`src/rtl/cmt_pkg.sv`:
```
// ----------------------------------------------------------------------------
// Calibrator move tracker package
// Shared item types, state codes and the report debounce function.
// ----------------------------------------------------------------------------
package cmt_pkg;

    localparam logic CMD_REQUEST = 1'b0;
    localparam logic CMD_FRAME   = 1'b1;

    localparam logic CFG_MIN_WAIT = 1'b0;
    localparam logic CFG_MAX_WAIT = 1'b1;

    localparam logic [2:0] REP_UNKNOWN = 3'd0;
    localparam logic [2:0] REP_MOVING  = 3'd1;
    localparam logic [2:0] REP_SKY     = 3'd2;
    localparam logic [2:0] REP_AMBIENT = 3'd3;
    localparam logic [2:0] REP_PARTIAL = 3'd4;
    localparam logic [2:0] REP_HOT     = 3'd5;
    localparam logic [2:0] REP_STUCK   = 3'd6;
    localparam logic [2:0] NO_TARGET   = 3'd7;

    localparam logic [2:0] COMMON_ERROR  = 3'd0;
    localparam logic [2:0] COMMON_MOVING = 3'd1;

    localparam logic [2:0] POSITION_BASE = REP_SKY;

    localparam logic [4:0] FRAMES_MAX     = 5'd31;
    localparam logic [4:0] MIN_WAIT_RESET = 5'd2;
    localparam logic [4:0] MAX_WAIT_RESET = 5'd20;

    typedef struct packed {
        logic        cmd;
        logic [1:0]  requested_position;
        logic [31:0] sequence_no;
        logic        seq_to_receiver;
        logic [2:0]  reported_state;
    } in_item_t;

    typedef struct packed {
        logic [2:0]  common_state;
        logic        state_acquired;
        logic [31:0] cal_sequence;
        logic        tune_seq_valid;
        logic [31:0] tune_sequence;
    } out_item_t;

    // A position counts only when it repeats the previous report.
    function automatic logic [2:0] debounce(input logic [2:0] rep, input logic [2:0] prev);
        logic [2:0] res;
        case (rep) inside
            REP_MOVING:                               res = COMMON_MOVING;
            REP_SKY, REP_AMBIENT, REP_PARTIAL, REP_HOT: res = (prev == rep) ? rep : COMMON_MOVING;
            default:                                  res = COMMON_ERROR;
        endcase
        return res;
    endfunction

endpackage

```
`src/rtl/cmt_in_if.sv`:
```
// ----------------------------------------------------------------------------
// Calibrator move tracker input channel
// Valid/ready channel carrying one request or frame item.
// ----------------------------------------------------------------------------
interface cmt_in_if;
    logic        valid;
    logic        ready;
    logic        cmd;
    logic [1:0]  requested_position;
    logic [31:0] sequence_no;
    logic        seq_to_receiver;
    logic [2:0]  reported_state;

    modport source (
        output valid, cmd, requested_position, sequence_no, seq_to_receiver, reported_state,
        input  ready
    );
    modport sink (
        input  valid, cmd, requested_position, sequence_no, seq_to_receiver, reported_state,
        output ready
    );
endinterface

```
`src/rtl/cmt_out_if.sv`:
```
// ----------------------------------------------------------------------------
// Calibrator move tracker output channel
// Valid/ready channel carrying one frame result.
// ----------------------------------------------------------------------------
interface cmt_out_if;
    logic        valid;
    logic        ready;
    logic [2:0]  common_state;
    logic        state_acquired;
    logic [31:0] cal_sequence;
    logic        tune_seq_valid;
    logic [31:0] tune_sequence;

    modport source (
        output valid, common_state, state_acquired, cal_sequence, tune_seq_valid,
               tune_sequence,
        input  ready
    );
    modport sink (
        input  valid, common_state, state_acquired, cal_sequence, tune_seq_valid,
               tune_sequence,
        output ready
    );
endinterface

```
`src/rtl/cmt_tracker.sv`:
```
// ----------------------------------------------------------------------------
// Calibrator move tracker state
// Holds the wait limits and the move state, and forms the frame result.
// ----------------------------------------------------------------------------
module cmt_tracker (
    input  logic               clk,
    input  logic               rst_n,
    input  logic               item_fire,
    input  cmt_pkg::in_item_t  item,
    input  logic               cfg_we,
    input  logic               cfg_index,
    input  logic [4:0]         cfg_data,
    output cmt_pkg::out_item_t result
);

    logic [4:0]  min_wait_reg;
    logic [4:0]  max_wait_reg;
    logic        pending_reg;
    logic [4:0]  pending_frames_reg;
    logic [2:0]  target_state_reg;
    logic [31:0] pending_sequence_reg;
    logic        route_to_receiver_reg;
    logic [31:0] current_sequence_reg;
    logic [2:0]  last_report_reg;

    logic [4:0]  frames_next;
    logic        has_target;
    logic        target_hit;
    logic        complete;

    always_comb
    begin
        has_target  = (target_state_reg != cmt_pkg::NO_TARGET);
        target_hit  = has_target && (item.reported_state == target_state_reg);
        frames_next = (pending_frames_reg < cmt_pkg::FRAMES_MAX)
                    ? pending_frames_reg + 5'd1 : pending_frames_reg;
        complete    = pending_reg && (frames_next >= min_wait_reg) &&
                      (target_hit || (frames_next >= max_wait_reg));

        result.common_state   = cmt_pkg::debounce(item.reported_state, last_report_reg);
        result.state_acquired = target_hit && (last_report_reg == item.reported_state);
        result.cal_sequence   = (complete && !route_to_receiver_reg)
                              ? pending_sequence_reg : current_sequence_reg;
        result.tune_seq_valid = complete && route_to_receiver_reg;
        result.tune_sequence  = (complete && route_to_receiver_reg)
                              ? pending_sequence_reg : 32'd0;
    end

    always_ff @(posedge clk or negedge rst_n)
    begin
        if (!rst_n)
        begin
            min_wait_reg          <= cmt_pkg::MIN_WAIT_RESET;
            max_wait_reg          <= cmt_pkg::MAX_WAIT_RESET;
            pending_reg           <= 1'b0;
            pending_frames_reg    <= 5'd0;
            target_state_reg      <= cmt_pkg::NO_TARGET;
            pending_sequence_reg  <= 32'd0;
            route_to_receiver_reg <= 1'b0;
            current_sequence_reg  <= 32'd0;
            last_report_reg       <= cmt_pkg::REP_UNKNOWN;
        end
        else
        begin
            if (cfg_we)
            begin
                unique case (cfg_index)
                    cmt_pkg::CFG_MIN_WAIT: min_wait_reg <= cfg_data;
                    cmt_pkg::CFG_MAX_WAIT: max_wait_reg <= cfg_data;
                endcase
            end
            if (item_fire)
            begin
                if (item.cmd == cmt_pkg::CMD_REQUEST)
                begin
                    target_state_reg      <= {1'b0, item.requested_position}
                                           + cmt_pkg::POSITION_BASE;
                    pending_reg           <= 1'b1;
                    pending_frames_reg    <= 5'd0;
                    pending_sequence_reg  <= item.sequence_no;
                    route_to_receiver_reg <= item.seq_to_receiver;
                end
                else
                begin
                    last_report_reg <= item.reported_state;
                    if (complete)
                    begin
                        if (!route_to_receiver_reg)
                        begin
                            current_sequence_reg <= pending_sequence_reg;
                        end
                        pending_reg           <= 1'b0;
                        pending_frames_reg    <= 5'd0;
                        route_to_receiver_reg <= 1'b0;
                    end
                    else if (pending_reg)
                    begin
                        pending_frames_reg <= frames_next;
                    end
                end
            end
        end
    end

endmodule

```
`src/rtl/calibrator_move_tracker_unit.sv`:
```
// Path: a frame request passes the input register and then the output register before it is shown on the output.
// Throughput: one request per cycle, requests of either kind, while the output is drained.
// Only frame requests give a result; position requests update the state alone.
// Reset: rst_n clears both pipeline stages and the move state, and loads the
// default wait limits of 2 and 20 frames.
// ----------------------------------------------------------------------------
// Calibrator move tracker top level
// Input register, tracker state and output register with valid/ready channels.
// ----------------------------------------------------------------------------
module calibrator_move_tracker_unit (
    input  logic        clk,
    input  logic        rst_n,
    cmt_in_if.sink      in_ch,
    cmt_out_if.source   out_ch,
    input  logic        cfg_we,
    input  logic        cfg_index,
    input  logic [4:0]  cfg_data
);

    logic               in_valid_reg;
    cmt_pkg::in_item_t  in_item_reg;
    logic               out_valid_reg;
    cmt_pkg::out_item_t out_item_reg;

    cmt_pkg::out_item_t result;
    logic               out_free;
    logic               proc_fire;
    logic               is_frame;

    assign is_frame    = (in_item_reg.cmd == cmt_pkg::CMD_FRAME);
    assign out_free    = !out_valid_reg || out_ch.ready;
    assign proc_fire   = in_valid_reg && (!is_frame || out_free);
    assign in_ch.ready = !in_valid_reg || proc_fire;

    always_ff @(posedge clk or negedge rst_n)
    begin
        if (!rst_n)
        begin
            in_valid_reg <= 1'b0;
        end
        else if (in_ch.ready)
        begin
            in_valid_reg <= in_ch.valid;
        end
    end

    always_ff @(posedge clk)
    begin
        if (in_ch.ready && in_ch.valid)
        begin
            in_item_reg.cmd                <= in_ch.cmd;
            in_item_reg.requested_position <= in_ch.requested_position;
            in_item_reg.sequence_no        <= in_ch.sequence_no;
            in_item_reg.seq_to_receiver    <= in_ch.seq_to_receiver;
            in_item_reg.reported_state     <= in_ch.reported_state;
        end
    end

    cmt_tracker u_tracker (
        .clk       (clk),
        .rst_n     (rst_n),
        .item_fire (proc_fire),
        .item      (in_item_reg),
        .cfg_we    (cfg_we),
        .cfg_index (cfg_index),
        .cfg_data  (cfg_data),
        .result    (result)
    );

    always_ff @(posedge clk or negedge rst_n)
    begin
        if (!rst_n)
        begin
            out_valid_reg <= 1'b0;
        end
        else if (proc_fire && is_frame)
        begin
            out_valid_reg <= 1'b1;
        end
        else if (out_ch.ready)
        begin
            out_valid_reg <= 1'b0;
        end
    end

    always_ff @(posedge clk)
    begin
        if (proc_fire && is_frame)
        begin
            out_item_reg <= result;
        end
    end

    assign out_ch.valid          = out_valid_reg;
    assign out_ch.common_state   = out_item_reg.common_state;
    assign out_ch.state_acquired = out_item_reg.state_acquired;
    assign out_ch.cal_sequence   = out_item_reg.cal_sequence;
    assign out_ch.tune_seq_valid = out_item_reg.tune_seq_valid;
    assign out_ch.tune_sequence  = out_item_reg.tune_sequence;

endmodule
```
`src/flat_wrapper.sv`:
```
// flat-port wrapper written by rule: the top's interface ports become plain ports
module calibrator_move_tracker_unit_flat 
  (clk, rst_n, cfg_we, cfg_index, cfg_data, in_ch_valid, in_ch_cmd, in_ch_requested_position, in_ch_sequence_no, in_ch_seq_to_receiver, in_ch_reported_state, in_ch_ready, out_ch_valid, out_ch_common_state, out_ch_state_acquired, out_ch_cal_sequence, out_ch_tune_seq_valid, out_ch_tune_sequence, out_ch_ready);
  cmt_in_if in_ch_i ();
  cmt_out_if out_ch_i ();
  input  logic clk;
  input  logic rst_n;
  input  logic cfg_we;
  input  logic cfg_index;
  input  logic [4:0] cfg_data;
  input wire logic [$bits(in_ch_i.valid)-1:0] in_ch_valid;
  input wire logic [$bits(in_ch_i.cmd)-1:0] in_ch_cmd;
  input wire logic [$bits(in_ch_i.requested_position)-1:0] in_ch_requested_position;
  input wire logic [$bits(in_ch_i.sequence_no)-1:0] in_ch_sequence_no;
  input wire logic [$bits(in_ch_i.seq_to_receiver)-1:0] in_ch_seq_to_receiver;
  input wire logic [$bits(in_ch_i.reported_state)-1:0] in_ch_reported_state;
  output wire logic [$bits(in_ch_i.ready)-1:0] in_ch_ready;
  output wire logic [$bits(out_ch_i.valid)-1:0] out_ch_valid;
  output wire logic [$bits(out_ch_i.common_state)-1:0] out_ch_common_state;
  output wire logic [$bits(out_ch_i.state_acquired)-1:0] out_ch_state_acquired;
  output wire logic [$bits(out_ch_i.cal_sequence)-1:0] out_ch_cal_sequence;
  output wire logic [$bits(out_ch_i.tune_seq_valid)-1:0] out_ch_tune_seq_valid;
  output wire logic [$bits(out_ch_i.tune_sequence)-1:0] out_ch_tune_sequence;
  input wire logic [$bits(out_ch_i.ready)-1:0] out_ch_ready;
  assign in_ch_i.valid = in_ch_valid;
  assign in_ch_i.cmd = in_ch_cmd;
  assign in_ch_i.requested_position = in_ch_requested_position;
  assign in_ch_i.sequence_no = in_ch_sequence_no;
  assign in_ch_i.seq_to_receiver = in_ch_seq_to_receiver;
  assign in_ch_i.reported_state = in_ch_reported_state;
  assign in_ch_ready = in_ch_i.ready;
  assign out_ch_valid = out_ch_i.valid;
  assign out_ch_common_state = out_ch_i.common_state;
  assign out_ch_state_acquired = out_ch_i.state_acquired;
  assign out_ch_cal_sequence = out_ch_i.cal_sequence;
  assign out_ch_tune_seq_valid = out_ch_i.tune_seq_valid;
  assign out_ch_tune_sequence = out_ch_i.tune_sequence;
  assign out_ch_i.ready = out_ch_ready;
  calibrator_move_tracker_unit u_core (.clk(clk), .rst_n(rst_n), .in_ch(in_ch_i), .out_ch(out_ch_i), .cfg_we(cfg_we), .cfg_index(cfg_index), .cfg_data(cfg_data));
endmodule
```
`config.mk`:
```
export PLATFORM = sky130hd
export DESIGN_NAME = calibrator_move_tracker_unit_flat
export DESIGN_NICKNAME = d
export VERILOG_FILES = /design/src/rtl/cmt_pkg.sv /design/src/rtl/cmt_in_if.sv /design/src/rtl/cmt_out_if.sv /design/src/rtl/cmt_tracker.sv /design/src/rtl/calibrator_move_tracker_unit.sv /design/src/flat_wrapper.sv
export SDC_FILE = /design/constraint.sdc
export NUM_CORES = 1
export LEC_CHECK = 0
export ABC_AREA = 1
export BUFFER_PORTS_ARGS = -buffer_cell sky130_fd_sc_hd__buf_2
export CAP_MARGIN = 15
export CORE_UTILIZATION = 56
export CTS_CLUSTER_SIZE = 16
export DETAILED_ROUTE_END_ITERATION = 16
export HOLD_SLACK_MARGIN = 0.03
export PLACE_DENSITY = 0.91
export SLEW_MARGIN = 20
export SYNTH_ARGS = -nofsm -noshare
export SYNTH_HDL_FRONTEND = slang
export SYNTH_SLANG_ARGS = --single-unit
```
`constraint.sdc`:
```
create_clock -name clk -period 3.3 [get_ports clk]
set_input_delay 0.165 -clock clk [delete_from_list [all_inputs] [get_ports clk]]
set_output_delay 0.165 -clock clk [all_outputs]
set_load 0.03 [all_outputs]
```
# --- After elaboration in Yosys (flattened, before gate mapping) ---
# Index checks and enable logic that the tools add are counted.
totals:
  regBits: 197
  output_inout_bits: 71
  wordCells: 81
classes:
  add_sub_neg: 2
  n_lt_le_gt_ge: 3
  n_eq_ne: 10
  muxes: 12
  bitwise_logic: 5
  n_reduce_logical: 27
op_table:
  columns: ["cell", "n"]
  rows:
  - ["$mux 32", 1]
  - ["$mux 5", 4]
  - ["$reduce_and 2->1", 6]
  - ["$ge 5x5->1", 2]
  - ["$logic_and 1x1->1", 9]
  - ["$mux 1", 7]
  - ["$eq 3x2->1 const B", 2]
  - ["$eq 3x3->1", 2]
  - ["$eq 3x3->1 const B", 2]
  - ["$ne 3x3->1 const B", 2]
  - ["$add 5x1->5 const B", 1]
  - ["$lt 5x5->1 const B", 1]
  - ["$not 1->1", 5]
  - ["$logic_not 1->1", 4]
  - ["$logic_or 1x1->1", 4]
  - ["$reduce_and 4->1", 1]
  - ["$reduce_or 4->1", 1]
  - ["$add 2x2->3 const B", 1]
  - ["$eq 3x1->1 const B", 1]
  - ["$reduce_or 3->1", 1]
  - ["$ne 2x2->1 const B", 1]
  - ["$reduce_bool 2->1", 1]

# --- Depth between registers and ports, before layout ---
depth:
  depth_word: 7
  depth_mapped: 16
  depth_no_buf: 16

# --- By module ---
# Synthesis repeated with hierarchy kept, for this count alone.
unflattened:
  hier_cells: 721
  area_unflattened_um2: 7840.0
by_module_without_submodules:
  columns: ["mod", "n_inst", "cells_per_inst", "area_per_inst_um2", "seq_area_each_um2"]
  rows:
  - ["cmt_tracker", 1, 598, 4486.8, 2184.6]
  - ["calibrator_move_tracker_unit", 1, 123, 3353.2, 3293.2]

# --- Least setup slack after synthesis ---
# No wires, ideal clock.
synth_timing:
  path_type: "flip-flop to flip-flop"
  start: "register u_core.u_tracker.pending_frames_reg[0]"
  end: "register u_core.out_item_reg (netlist bit u_core.out_ch.cal_sequence[1]), data pin"
  setup_time_ns: 0.258
  arrival_ns: 2.071
  path_slack_ns: 0.971
  path_stages_with_launch: 14
  n_path_buf: 1
  path_cell_list: "dfrtp_1 -> ha_1 -> nand3_1 -> xor2_1 -> nand2_1 -> ha_1 -> nand3_1 -> nor2_1 -> nor2_1 -> nor2_2 -> nand2_4 -> clkbuf_1 -> o21ai_0 -> nand2_1"
synth_rtl:
  columns: ["item", "line_no", "rtl"]
  rows:
  - ["start, declared", "cmt_tracker.sv:19", "logic [4:0] pending_frames_reg;"]
  - ["start signal, assigned", "cmt_tracker.sv:98", "pending_frames_reg <= frames_next;"]
  - ["end signal, assigned", "calibrator_move_tracker_unit.sv:90", "out_item_reg <= result;"]
  - ["end, declared", "calibrator_move_tracker_unit.sv:23", "cmt_pkg::out_item_t out_item_reg;"]

# --- Worst setup path in the final report ---
layout_timing:
  start: "register u_core.u_tracker.pending_frames_reg[2]"
  end: "register u_core.u_tracker.route_to_receiver_reg"
layout_between:
  elab_chain_cells: 7
  elab_cells_between_ends: 10
  cone_classes: "1 x add/sub; 3 x order compare; 1 x eq/ne; 1 x mux; 4 x reduce/logical"
layout_rtl:
  columns: ["item", "line_no", "rtl"]
  rows:
  - ["$add 5x1->5 or $lt 5x5->1 (tied branches)", "cmt_tracker.sv:36, cmt_tracker.sv:35", null]
  - ["$mux 5 (*)", "cmt_tracker.sv:36", "? pending_frames_reg + 5'd1 : pending_frames_reg;"]
  - ["$ge 5x5->1 (on tied branches)", "cmt_tracker.sv:37, cmt_tracker.sv:38", null]
  - ["$logic_and 1x1->1 or $logic_or 1x1->1 (tied branches)", "cmt_tracker.sv:37, cmt_tracker.sv:38", null]
  - ["$logic_and 1x1->1 (*)", "cmt_tracker.sv:37", "complete = pending_reg && (frames_next >= min_wait_reg) &&"]
  - ["$ne 2x2->1 (no source line) (*)", null, null]
  - ["$reduce_and 2->1 (no source line) (*)", null, null]
  - ["end signal, assigned", "cmt_tracker.sv:81", "route_to_receiver_reg <= item.seq_to_receiver;"]
  - ["end, declared", "cmt_tracker.sv:22", "logic route_to_receiver_reg;"]
# Mark *: on every way between the ends. The rest lies on a longest branch, timed or not.
# A chain may end at the register's enable or synchronous reset.

==> metrics.txt <==
# TYPE chip_impl_metric gauge
chip_impl_metric{name="synth_warnings",unit=""} 0
chip_impl_info{name="cts_root_buf",value="sky130_fd_sc_hd__clkbuf_16"} 1
chip_impl_metric{name="die_width",unit="µm"} 120
chip_impl_info{name="setup_repair_after_global_routing_missed_its_margin",value="no"} 1
chip_impl_metric{name="synth-compound-area-share",unit=""} 0.0605
chip_impl_metric{name="grt_pass1_wl",unit="µm"} 26400
chip_impl_metric{name="floorplan.io_pins",unit=""} 121
chip_impl_metric{name="smallest_setup_slack_after_layout",unit="ns"} 0.424
chip_impl_metric{name="count_of_non_filler_cells_in_the_finished_layout",unit=""} 1071
chip_impl_metric{name="slew_headroom",unit=""} 0.367
chip_impl_metric{name="die-height",unit="µm"} 120
chip_impl_metric{name="placedCellCount",unit=""} 991
chip_impl_metric{name="ratio_of_final_minimum_period_to_clock_period",unit=""} 0.871
chip_impl_metric{name="maxClockFrequency",unit="MHz"} 348
chip_impl_info{name="crit-reg2reg-capture",value="u_core.u_tracker.route_to_receiver_reg"} 1
chip_impl_metric{name="grt_start_max_net_pins",unit=""} 76
chip_impl_metric{name="r2r_setup_slack",unit="ns"} 0.42
chip_impl_metric{name="synthMuxAreaShare",unit=""} 0
chip_impl_info{name="worst_r2r_startpoint",value="u_core.u_tracker.pending_frames_reg[2]"} 1
chip_impl_metric{name="floorplan.initialDensity",unit=""} 0.582
chip_impl_info{name="most-common-layout-cells",value="220 x sky130_fd_sc_hd__nand2_1, 119 x sky130_fd_sc_hd__buf_2, 108 x sky130_fd_sc_hd__edfxtp_1"} 1
chip_impl_metric{name="hold_viol_final",unit=""} 0
chip_impl_metric{name="vdd_drop_max",unit="mV"} 0.377
chip_impl_metric{name="post_synth_xor_area_fraction",unit=""} 0.00787
chip_impl_metric{name="clock_path_buffers",unit=""} 2
chip_impl_metric{name="area_growth",unit="%"} 24.0
chip_impl_metric{name="port_buffers",unit=""} 120
chip_impl_metric{name="grt_remaining_overflow",unit=""} 0
chip_impl_metric{name="place_ws",unit="ns"} 0.546
chip_impl_metric{name="cts.hold.buffers_added",unit=""} 47
chip_impl_info{name="synth_area_leader_cell",value="sky130_fd_sc_hd__edfxtp_1"} 1
chip_impl_metric{name="clock_insertion_delay_worst_skew",unit="ns"} 0.43
chip_impl_metric{name="skew",unit="ns"} 0.0111
chip_impl_metric{name="yosysTopAreaCellShare",unit=""} 0.416
chip_impl_info{name="setup.worst_path.class",value="reg2reg"} 1
chip_impl_info{name="synth_top_family_by_area",value="simple AND/OR/NAND/NOR gates"} 1
chip_impl_metric{name="first_global_vias",unit=""} 5607
chip_impl_metric{name="std_cell_rows",unit=""} 42
chip_impl_metric{name="setup_viol",unit=""} 0
chip_impl_metric{name="num_vias",unit=""} 5605
chip_impl_metric{name="wl",unit="µm"} 16600
chip_impl_metric{name="num-nets-final",unit=""} 942
chip_impl_metric{name="power_density",unit="nW/µm²"} 696
chip_impl_metric{name="max-cap-violations",unit=""} 0
chip_impl_info{name="synth.area.top_cells",value="sky130_fd_sc_hd__edfxtp_1 42%, sky130_fd_sc_hd__dfrtp_1 27%, sky130_fd_sc_hd__nand2_1 11%"} 1
chip_impl_metric{name="numCtsBuffers",unit=""} 17
chip_impl_metric{name="drc",unit=""} 0
chip_impl_info{name="crit_path_start",value="u_core.u_tracker.pending_frames_reg[2]"} 1
chip_impl_metric{name="post_synth_and_or_nand_nor_area_fraction",unit=""} 0.160
chip_impl_info{name="end_kind",value="flop"} 1
chip_impl_info{name="timing.critical_path.from_type",value="flop"} 1
chip_impl_metric{name="gpl.final_weighted_congestion",unit=""} 0.892
chip_impl_metric{name="postCtsResizedCells",unit=""} 0
chip_impl_metric{name="synth.lib_cells_used.distinct",unit=""} 25
chip_impl_metric{name="antenna_left",unit=""} 0
chip_impl_metric{name="syn_inst",unit=""} 716
chip_impl_metric{name="mean_area_per_synthesized_cell",unit="µm²"} 10.9
chip_impl_info{name="worst_hold_path_type",value="in2reg"} 1
chip_impl_metric{name="cts-htree-levels",unit=""} 4
chip_impl_metric{name="pin_slew_with_the_least_headroom_to_its_limit",unit="ns"} 0.950
chip_impl_metric{name="yosys.area_share.adder",unit=""} 0.0177
chip_impl_metric{name="leakage",unit="nW"} 4.53
chip_impl_metric{name="grt_antenna_before_repair",unit=""} 1
chip_impl_info{name="tritoncts",value="done"} 1
chip_impl_metric{name="mappedNetlistArea",unit="µm²"} 7790
chip_impl_metric{name="num-fill-cells",unit=""} 873
chip_impl_info{name="mostFrequentLayoutCell",value="sky130_fd_sc_hd__nand2_1"} 1
chip_impl_metric{name="grt.total_usage",unit=""} 0.244
chip_impl_metric{name="ys_seq_elements",unit=""} 197
chip_impl_metric{name="die_area",unit="µm²"} 14400
chip_impl_metric{name="largest_reg_flops",unit=""} 38
chip_impl_metric{name="cts.clk_slew.worst_paths",unit="ns"} 0.07
chip_impl_metric{name="floorplan.core_area",unit="µm²"} 13400
chip_impl_metric{name="synth_seq_area_share",unit=""} 0.703
chip_impl_metric{name="timing.final.max_slew_violations",unit=""} 0
chip_impl_metric{name="drive_above_1_share",unit=""} 0.196
chip_impl_metric{name="final_period_minus_worst_setup_slack",unit="ns"} 2.88
chip_impl_info{name="cp-endpoint",value="u_core.u_tracker.route_to_receiver_reg"} 1
chip_impl_metric{name="drt-vias-per-instance",unit=""} 5.23
chip_impl_metric{name="dp.final_hpwl",unit="µm"} 9770
chip_impl_info{name="outcome",value="complete, no violations"} 1
chip_impl_metric{name="post_cts_buffers",unit=""} 0
chip_impl_metric{name="firstDrtPassIters",unit=""} 6
chip_impl_metric{name="setup_total_negative_slack",unit="ns"} 0
chip_impl_metric{name="first_iter_violations",unit=""} 573
chip_impl_metric{name="cts.sinks",unit=""} 197
chip_impl_metric{name="syn-num-nets",unit=""} 777
chip_impl_metric{name="detail_route.wl_per_cell",unit="µm"} 15.5
chip_impl_metric{name="worst-endpoint-required",unit="ns"} 3.67
chip_impl_metric{name="rr_worst_depth",unit=""} 15
chip_impl_metric{name="critical_path_arrival",unit="ns"} 3.24
chip_impl_metric{name="worstPathMaxFanout",unit=""} 33
-- power by group --
| group | total (mW) | internal (mW) | switching, mW |
|---|---|---|---|
| clock | 2.14 | 1.23 | 0.903 |
| sequential | 3.30 | 3.07 | 0.230 |
| combinational | 1.29 | 0.425 | 0.864 |
| total | 6.73 | 4.73 | 2.00 |
-- area by class of cell --
cell class              count  area [µm²]  share of cell area
flip-flops and latches    197        5480               0.567
repair buffers            176        1170               0.121
well taps                 176         220              0.0228
clock buffers              20         447              0.0462
multi-input cells         421        1930               0.199
clock inverters            12         169              0.0175
inverters                  68         258              0.0267
diodes                      1        2.50            0.000259
-- cells in the mapped netlist --
cell	number
sky130_fd_sc_hd__dfrtp_1	83
sky130_fd_sc_hd__o21ai_0	85
sky130_fd_sc_hd__o22ai_1	3
sky130_fd_sc_hd__xnor2_1	4
sky130_fd_sc_hd__clkbuf_1	11
sky130_fd_sc_hd__nand2_1	220
sky130_fd_sc_hd__edfxtp_1	108
sky130_fd_sc_hd__buf_4	3
sky130_fd_sc_hd__nor3_1	3
sky130_fd_sc_hd__xor2_1	3
sky130_fd_sc_hd__nor2_2	1
sky130_fd_sc_hd__nand2_4	1
sky130_fd_sc_hd__nor2_1	42
sky130_fd_sc_hd__o21a_1	1
sky130_fd_sc_hd__nand4_1	1
sky130_fd_sc_hd__a21oi_1	4
sky130_fd_sc_hd__buf_2	14
sky130_fd_sc_hd__ha_1	11
sky130_fd_sc_hd__inv_2	3
sky130_fd_sc_hd__dfstp_2	6
sky130_fd_sc_hd__nand3_1	39
sky130_fd_sc_hd__buf_1	2
sky130_fd_sc_hd__inv_1	65
sky130_fd_sc_hd__nor2_8	1
sky130_fd_sc_hd__nand2_2	2
-- worst min-delay path by stage --
stage,startpoint,end,slack (ns),cells past startpoint
finish,cfg_we,u_core.u_tracker.max_wait_reg[4],0.18,3
global route,cfg_we,u_core.u_tracker.max_wait_reg[4],0.21,3
CTS,cfg_we,u_core.u_tracker.max_wait_reg[4],0.17,3
detailed placement,in_ch_sequence_no[2],u_core.in_item_reg[6],0.34,1
global placement,in_ch_sequence_no[6],u_core.in_item_reg[10],0.34,1
floorplan,rst_n,u_core.in_valid_reg,-0.13,0
-- cell families after synthesis --
logic type	count (synthesis)
buf+inv	98
compound gates	93
fa+ha+maj	11
xor+xnor	7
simple gates	310
flops	197
-- layer usage --
metal	wire [µm]	vias to the layer above	GRT usage	share of wire
met5	0	-	0	0
met1	6280	2641	0.284	0.38
met2	8580	246	0.412	0.52
met4	691	0	0.152	0.042
li1	-	2671	-	-
met3	997	47	0.0509	0.060
-- worst max-delay path, stage by stage (launching register included) --
cell	delay, ns
sky130_fd_sc_hd__dfrtp_1	0.40
sky130_fd_sc_hd__inv_1	0.08
sky130_fd_sc_hd__nor3_1	0.36
sky130_fd_sc_hd__nand2_1	0.18
sky130_fd_sc_hd__nand2_1	0.14
sky130_fd_sc_hd__ha_1	0.26
sky130_fd_sc_hd__a21oi_1	0.19
sky130_fd_sc_hd__nor2_1	0.06
sky130_fd_sc_hd__nor2_1	0.15
sky130_fd_sc_hd__nand2_2	0.10
sky130_fd_sc_hd__nand2_4	0.10
sky130_fd_sc_hd__buf_4	0.32
sky130_fd_sc_hd__nand2_1	0.23
sky130_fd_sc_hd__nand2_1	0.13
sky130_fd_sc_hd__nand2_1	0.05
sky130_fd_sc_hd__nand2_1	0.07
-- stage by stage --
| step | cell area, µm² | util | hold slack, ns | power [mW] |
|---|---|---|---|---|
| 2_1_floorplan | 7790 | - | -0.131 | 4.15 |
| 3_3_place_gp | 8580 | 0.640 | 0.342 | 4.46 |
| 3_5_place_dp | 8580 | 0.640 | 0.343 | 4.55 |
| 4_1_cts | 9670 | 0.721 | 0.167 | 6.72 |
| 5_1_grt | 9670 | 0.721 | 0.207 | 7.04 |
| 6_report | 9670 | 0.721 | 0.181 | 6.73 |
Power figures use the tool's default switching activity.
